===== config.mk =====
export PLATFORM = sky130hd
export DESIGN_NAME = dlp_bank_table
export DESIGN_NICKNAME = d
export VERILOG_FILES = /design/src/hw/rtl/dram_latency_predictor_top_defines.svh /design/src/hw/rtl/dlp_pkg.sv /design/src/hw/rtl/dlp_bank_table.sv
export SDC_FILE = /design/constraint.sdc
export NUM_CORES = 2
export LEC_CHECK = 0
export BUFFER_PORTS_ARGS = -buffer_cell sky130_fd_sc_hd__buf_2
export CAP_MARGIN = 15
export CORE_AREA = 2 2 631 633
export CTS_CLUSTER_SIZE = 12
export DETAILED_ROUTE_END_ITERATION = 10
export DIE_AREA = 0 0 633 635
export SLEW_MARGIN = 25
export SYNTH_ARGS = -nofsm -noshare
export SYNTH_HDL_FRONTEND = slang
export SYNTH_MEMORY_MAX_BITS = 65536
export SYNTH_SLANG_ARGS = --single-unit

===== constraint.sdc =====
create_clock -name clock -period 6.8 [get_ports clock]
set_input_delay 0.34 -clock clock [delete_from_list [all_inputs] [get_ports clock]]
set_output_delay 0.34 -clock clock [all_outputs]
set_load 0.005 [all_outputs]

===== src/hw/rtl/dram_latency_predictor_top_defines.svh =====
// Assertion macros shared by the DRAM latency predictor RTL.
`ifndef DRAM_LATENCY_PREDICTOR_TOP_DEFINES_SVH
`define DRAM_LATENCY_PREDICTOR_TOP_DEFINES_SVH

`define DLP_ASSERT_SAME(lbl, ante, cons, msg) \
   lbl: assert property (@(posedge clock) disable iff (reset) (ante) |-> (cons)) \
      else $error(msg);

`define DLP_ASSERT_NEXT(lbl, ante, cons, msg) \
   lbl: assert property (@(posedge clock) disable iff (reset) (ante) |=> (cons)) \
      else $error(msg);

`endif


===== src/hw/rtl/dlp_pkg.sv =====
// Types, constants and helper functions of the DRAM latency predictor.
package dlp_pkg;

   localparam int TW = 62;

   typedef logic signed [TW-1:0] time_type;

   localparam time_type TIME_LIMIT = 62'sh1000000000000000;
   localparam time_type IDLE_TIME  = -62'sd1000000000;
   localparam time_type OUT_MAX    = 62'sh3FFFFFFFFFFFF;
   localparam time_type OUT_MIN    = -62'sh4000000000000;

   localparam logic [2:0] REG_CMD_TO_DATA    = 3'd0;
   localparam logic [2:0] REG_ACTIVATE_TIME  = 3'd1;
   localparam logic [2:0] REG_PRECHARGE_COST = 3'd2;
   localparam logic [2:0] REG_BURST_LEN      = 3'd3;
   localparam logic [2:0] REG_READ_SPAN      = 3'd4;
   localparam logic [2:0] REG_WRITE_SPAN     = 3'd5;
   localparam logic [2:0] REG_SAME_BANK_GAP  = 3'd6;
   localparam logic [2:0] REG_FIXED_OFFSET   = 3'd7;

   localparam logic CMD_READ  = 1'b0;
   localparam logic CMD_WRITE = 1'b1;

   typedef struct packed {
      logic           row_open;
      logic [15:0]    open_row;
      time_type       last_col;
      time_type       busy;
   } bank_entry_type;

   typedef struct packed {
      time_type       start;
      logic [8:0]     len;
   } cal_entry_type;

   typedef struct packed {
      logic           go;
      time_type       ready_time;
      logic [8:0]     len;
   } cal_req_type;

   typedef struct packed {
      logic           done;
      time_type       slot;
   } cal_rsp_type;

   function automatic time_type clamp_add(time_type a, logic signed [11:0] b);
      time_type s;
      s = a + TW'(b);
      if (s > TIME_LIMIT) begin
         s = TIME_LIMIT;
      end else if (s < -TIME_LIMIT) begin
         s = -TIME_LIMIT;
      end
      return s;
   endfunction

endpackage


===== src/hw/rtl/dlp_bank_table.sv =====
// Per-bank open-row and timing memory with reset valid bits.
module dlp_bank_table
   import dlp_pkg::*;
#(
   parameter int NUM_BANKS = 32
) (
   input  logic                         clock,
   input  logic                         reset,
   input  logic                         rd_en,
   input  logic [$clog2(NUM_BANKS)-1:0] rd_bank,
   output bank_entry_type               rd_data,
   input  logic                         wr_en,
   input  logic [$clog2(NUM_BANKS)-1:0] wr_bank,
   input  bank_entry_type               wr_data
);

   bank_entry_type       mem [NUM_BANKS];
   bank_entry_type       rdata_ff;
   logic                 rvalid_ff;
   logic [NUM_BANKS-1:0] valid_ff;

   always_ff @(posedge clock) begin
      if (wr_en) begin
         mem[wr_bank] <= wr_data;
      end
      if (rd_en) begin
         rdata_ff <= mem[rd_bank];
      end
   end

   always_ff @(posedge clock) begin
      if (reset) begin
         valid_ff  <= '0;
         rvalid_ff <= 1'b0;
      end else begin
         if (rd_en) begin
            rvalid_ff <= valid_ff[rd_bank];
         end
         if (wr_en) begin
            valid_ff[wr_bank] <= 1'b1;
         end
      end
   end

   always_comb begin
      if (rvalid_ff) begin
         rd_data = rdata_ff;
      end else begin
         rd_data.row_open = 1'b0;
         rd_data.open_row = '0;
         rd_data.last_col = '0;
         rd_data.busy     = IDLE_TIME;
      end
   end

endmodule


==> flow_summary.yaml <==
status:
  status: "completed"
timing:
  worstMarginPinSlew_ns: 1.186
  setup_viol: 0
  finalClockSkew_ns: 0.05765
  finalCriticalPeriod_ns: 3.626
  fin_ws_ns: 3.174
  min_period_over_period_pct: 53.33
  finalMaxSlewViolations: 0
  fmax_mhz: 275.8
  relSlewSlack_pct: 20.96
  rsz0062_at_grt: "no"
  hold_viol: 0
floorplanning:
  start_util_pct: 44.84
  io_pins: 296
  rows: 231
  die_w_um: 633
  core_um2: 394800
  die_y_um: 635
  dieArea_um2: 402000
critical_path:
  reg2reg_slack_ns: 4.83
  critPathBufInv: 2
  max_stage_delay_ns: 0.94
  worstSetupStartpointType: "flop"
  critPathArrivalTime_ns: 3.29
  cp-end-kind: "output pin"
  startpoint: "rvalid_ff"
  r2r-start: "mem[27][40]"
  critical_path_class: "reg2out"
  crit_fanout: 49
  path_cells: "buf_4 > and2_1 > buf_2"
  endpoint: "rd_data[68]"
  path_depth: 3
  reg2reg_to: "rdata_ff[40]"
  crit_slowest_cell: "dfxtp_4"
  ff2ff_path_depth: 3
  required_ns: 6.46
  cp_top_family: "flip-flops"
clock_network:
  clockBufferDepth: 4
  clock-root-buffer: "clkbuf_16"
  cts_made_buffers: 463
  htreeDepth: 5
  insertion_delay_ns: 0.96
  cts_tree: "yes"
  clk_pin_slew_ns: 0.06
  cts_sinks: 4686
cells_and_area:
  area_growth_syn_to_layout_pct: 13.44
  utilization_pct: 50.87
  drive_gt1_share_pct: 32.41
  nets: 7816
  final_cell_count_no_fill: 13220
synth:
  netlist_instances: 6938
  syn_nets: 7093
  synth.distinct_cells: 25
  synth_area_per_cell_um2: 25.52
  ys.warnings.count: 0
  synth-seq-area-share_pct: 79.29
  syn_area_um2: 177000
  synth_seq_cells: 4686
power:
  pwr-share-comb_pct: 4.7
  seqPwrFrac_pct: 55.6
  p_sw_share_pct: 20.67
  power_leakage_nw: 62.09
  p_int_w: 0.04622
  power_density_nw_per_um2: 290.1
  p_total_w: 0.05826
  vdd_drop_max_mv: 0.2175
  p_switching_w: 0.01204
  p_clk_share_pct: 39.7
place:
  dp_hpwl_um: 210300
  io_buffers: 295
  post-place-ws_ns: 3.115
  dp_cells: 12290
  gp_congestion: 0.7257
global_routing:
  grt_antenna_before_repair: 62
  grt_pass1_vias: 82420
  grt_usage_pct: 22.64
  grt_max_degree: 144
  grt_pass1_wl_um: 640900
  overflow: 0
route:
  post_drt_via_cell_ratio: 6.093
  first_pass_iters: 7
  drc_errors: 0
  ant_nets: 0
  vias: 80550
  wl_per_cell_um: 34.65
  wl_um: 458000
  drt-initial-drc-count: 9246
worst_hold_path:
  hold_class: "in2reg"
flow_run:
  max-cap-violations: 0
[cell usage in the layout (no fill, tap or decap), drive strengths merged, types with 4 or more instances in the layout]
cell,netlist,layout
mux2,162,162
or3b,4,4
nand2,4,4
nand2b,43,43
mux4,1376,1376
buf,165,474
diode,0,28
clkbuf,195,612
edfxtp,4653,4653
dlygate4sd3,0,144
o22ai,23,23
clkinv,0,126
nor2,98,98
inv,1,12
dfxtp,33,33
a221o,20,20
and2,101,101
nand3b,5,5
bufinv,0,4
mux2i,46,46
[cells by family after synthesis]
family / after synthesis / share of synthesized area, %
flip-flops: 4686 / 79.29
AO/OA/AOI/OAI: 45 / 0.2035
AND/OR/NAND/NOR: 262 / 0.7894
buffers and inverters: 361 / 0.9173
multiplexers: 1584 / 18.79
[state kept, by name (all words and copies together), names as in the netlist]
| register | flops |
|---|---|
| valid_ff | 32 |
| mem | 4512 |
| rvalid_ff | 1 |
| rdata_ff | 141 |
[synth_stat cells]
library cell	count	area (um2)
o22ai_1	23	143.9
nand3b_1	5	37.54
buf_4	27	202.7
nand2b_1	43	269.0
mux2_2	162	1824
edfxtp_1	4653	139700
inv_1	1	3.750
nor2_1	98	367.9
nand3_1	2	10.01
dfxtp_1	33	660.6
buf_2	104	520.5
mux2i_1	46	460.4
buf_1	29	108.9
nor2b_1	3	18.77
mux4_2	1376	30990
buf_6	5	56.30
or3_1	1	6.260
o41ai_1	1	8.760
and2_1	101	631.9
nand2_1	4	15.01
clkbuf_1	195	732.0
or2_2	1	6.260
or3b_2	4	35.03
a221o_1	20	200.2
o31ai_1	1	7.510
[power groups by stage]
stage	clock (W)	combinational (W)	sequential, W
5_1_grt	0.0246	0.00295	0.0324
2_1_floorplan	0	0.00165	0.0329
3_5_place_dp	0	0.00271	0.0330
3_3_place_gp	0	0.00265	0.0330
6_report	0.0231	0.00276	0.0324
4_1_cts	0.0235	0.00281	0.0324
[timing repair]
action,CTS,global route
gates resized for setup,0,0
hold endpoints to repair,4581,0
buffers inserted,0,0
hold buffers,144,0
[cell type report]
class | instances | area (um2)
clock buffer | 612 | 12380
multi-input combinational | 1891 | 35280
clock inverter | 141 | 889.6
tap | 5242 | 6559
antenna | 28 | 70.07
sequential | 4686 | 140400
inverter | 1 | 3.754
timing repair buffer | 618 | 5265
fill | 30470 | 194000
[stage by stage]
step	hold WS (ns)	setup TNS [ns]	cell area, um2
6_report	0.1125	0	200800
5_1_grt	0.09939	0	200800
2_1_floorplan	0.4348	-2431.06	177000
4_1_cts	0.03605	0	200800
3_3_place_gp	0.4442	0	186000
3_5_place_dp	0.4578	0	186100
[tightest hold or removal path, delay by kind of cell]
family | cells | cell delay (ns)
AND/OR/NAND/NOR | 2 | 0.42
buffers and inverters | 1 | 0.13
[worst min-delay path by stage]
| stage | endpoint | depth (start not counted) | start | slack, ns |
|---|---|---|---|---|
| after floorplan | valid_ff[10] | 2 | valid_ff[10] | 0.43 |
| final | mem[19][13] | 3 | wr_bank[2] | 0.11 |
| after CTS | mem[19][13] | 3 | wr_bank[2] | 0.04 |
| after detailed placement | valid_ff[29] | 2 | valid_ff[29] | 0.46 |
| after global placement | valid_ff[8] | 2 | valid_ff[8] | 0.44 |
| after global routing | rdata_ff[81] | 2 | rd_bank[2] | 0.1 |
[layer usage]
metal	share of wire (%)	track usage [%]	vias to the layer above
met5	0.051	0	-
met4	2.0	4.515	38
met3	6.6	3.227	619
met2	51	38.54	3122
met1	40	31.45	45190
li1	-	-	31580
(Power assumes the default switching activity.)
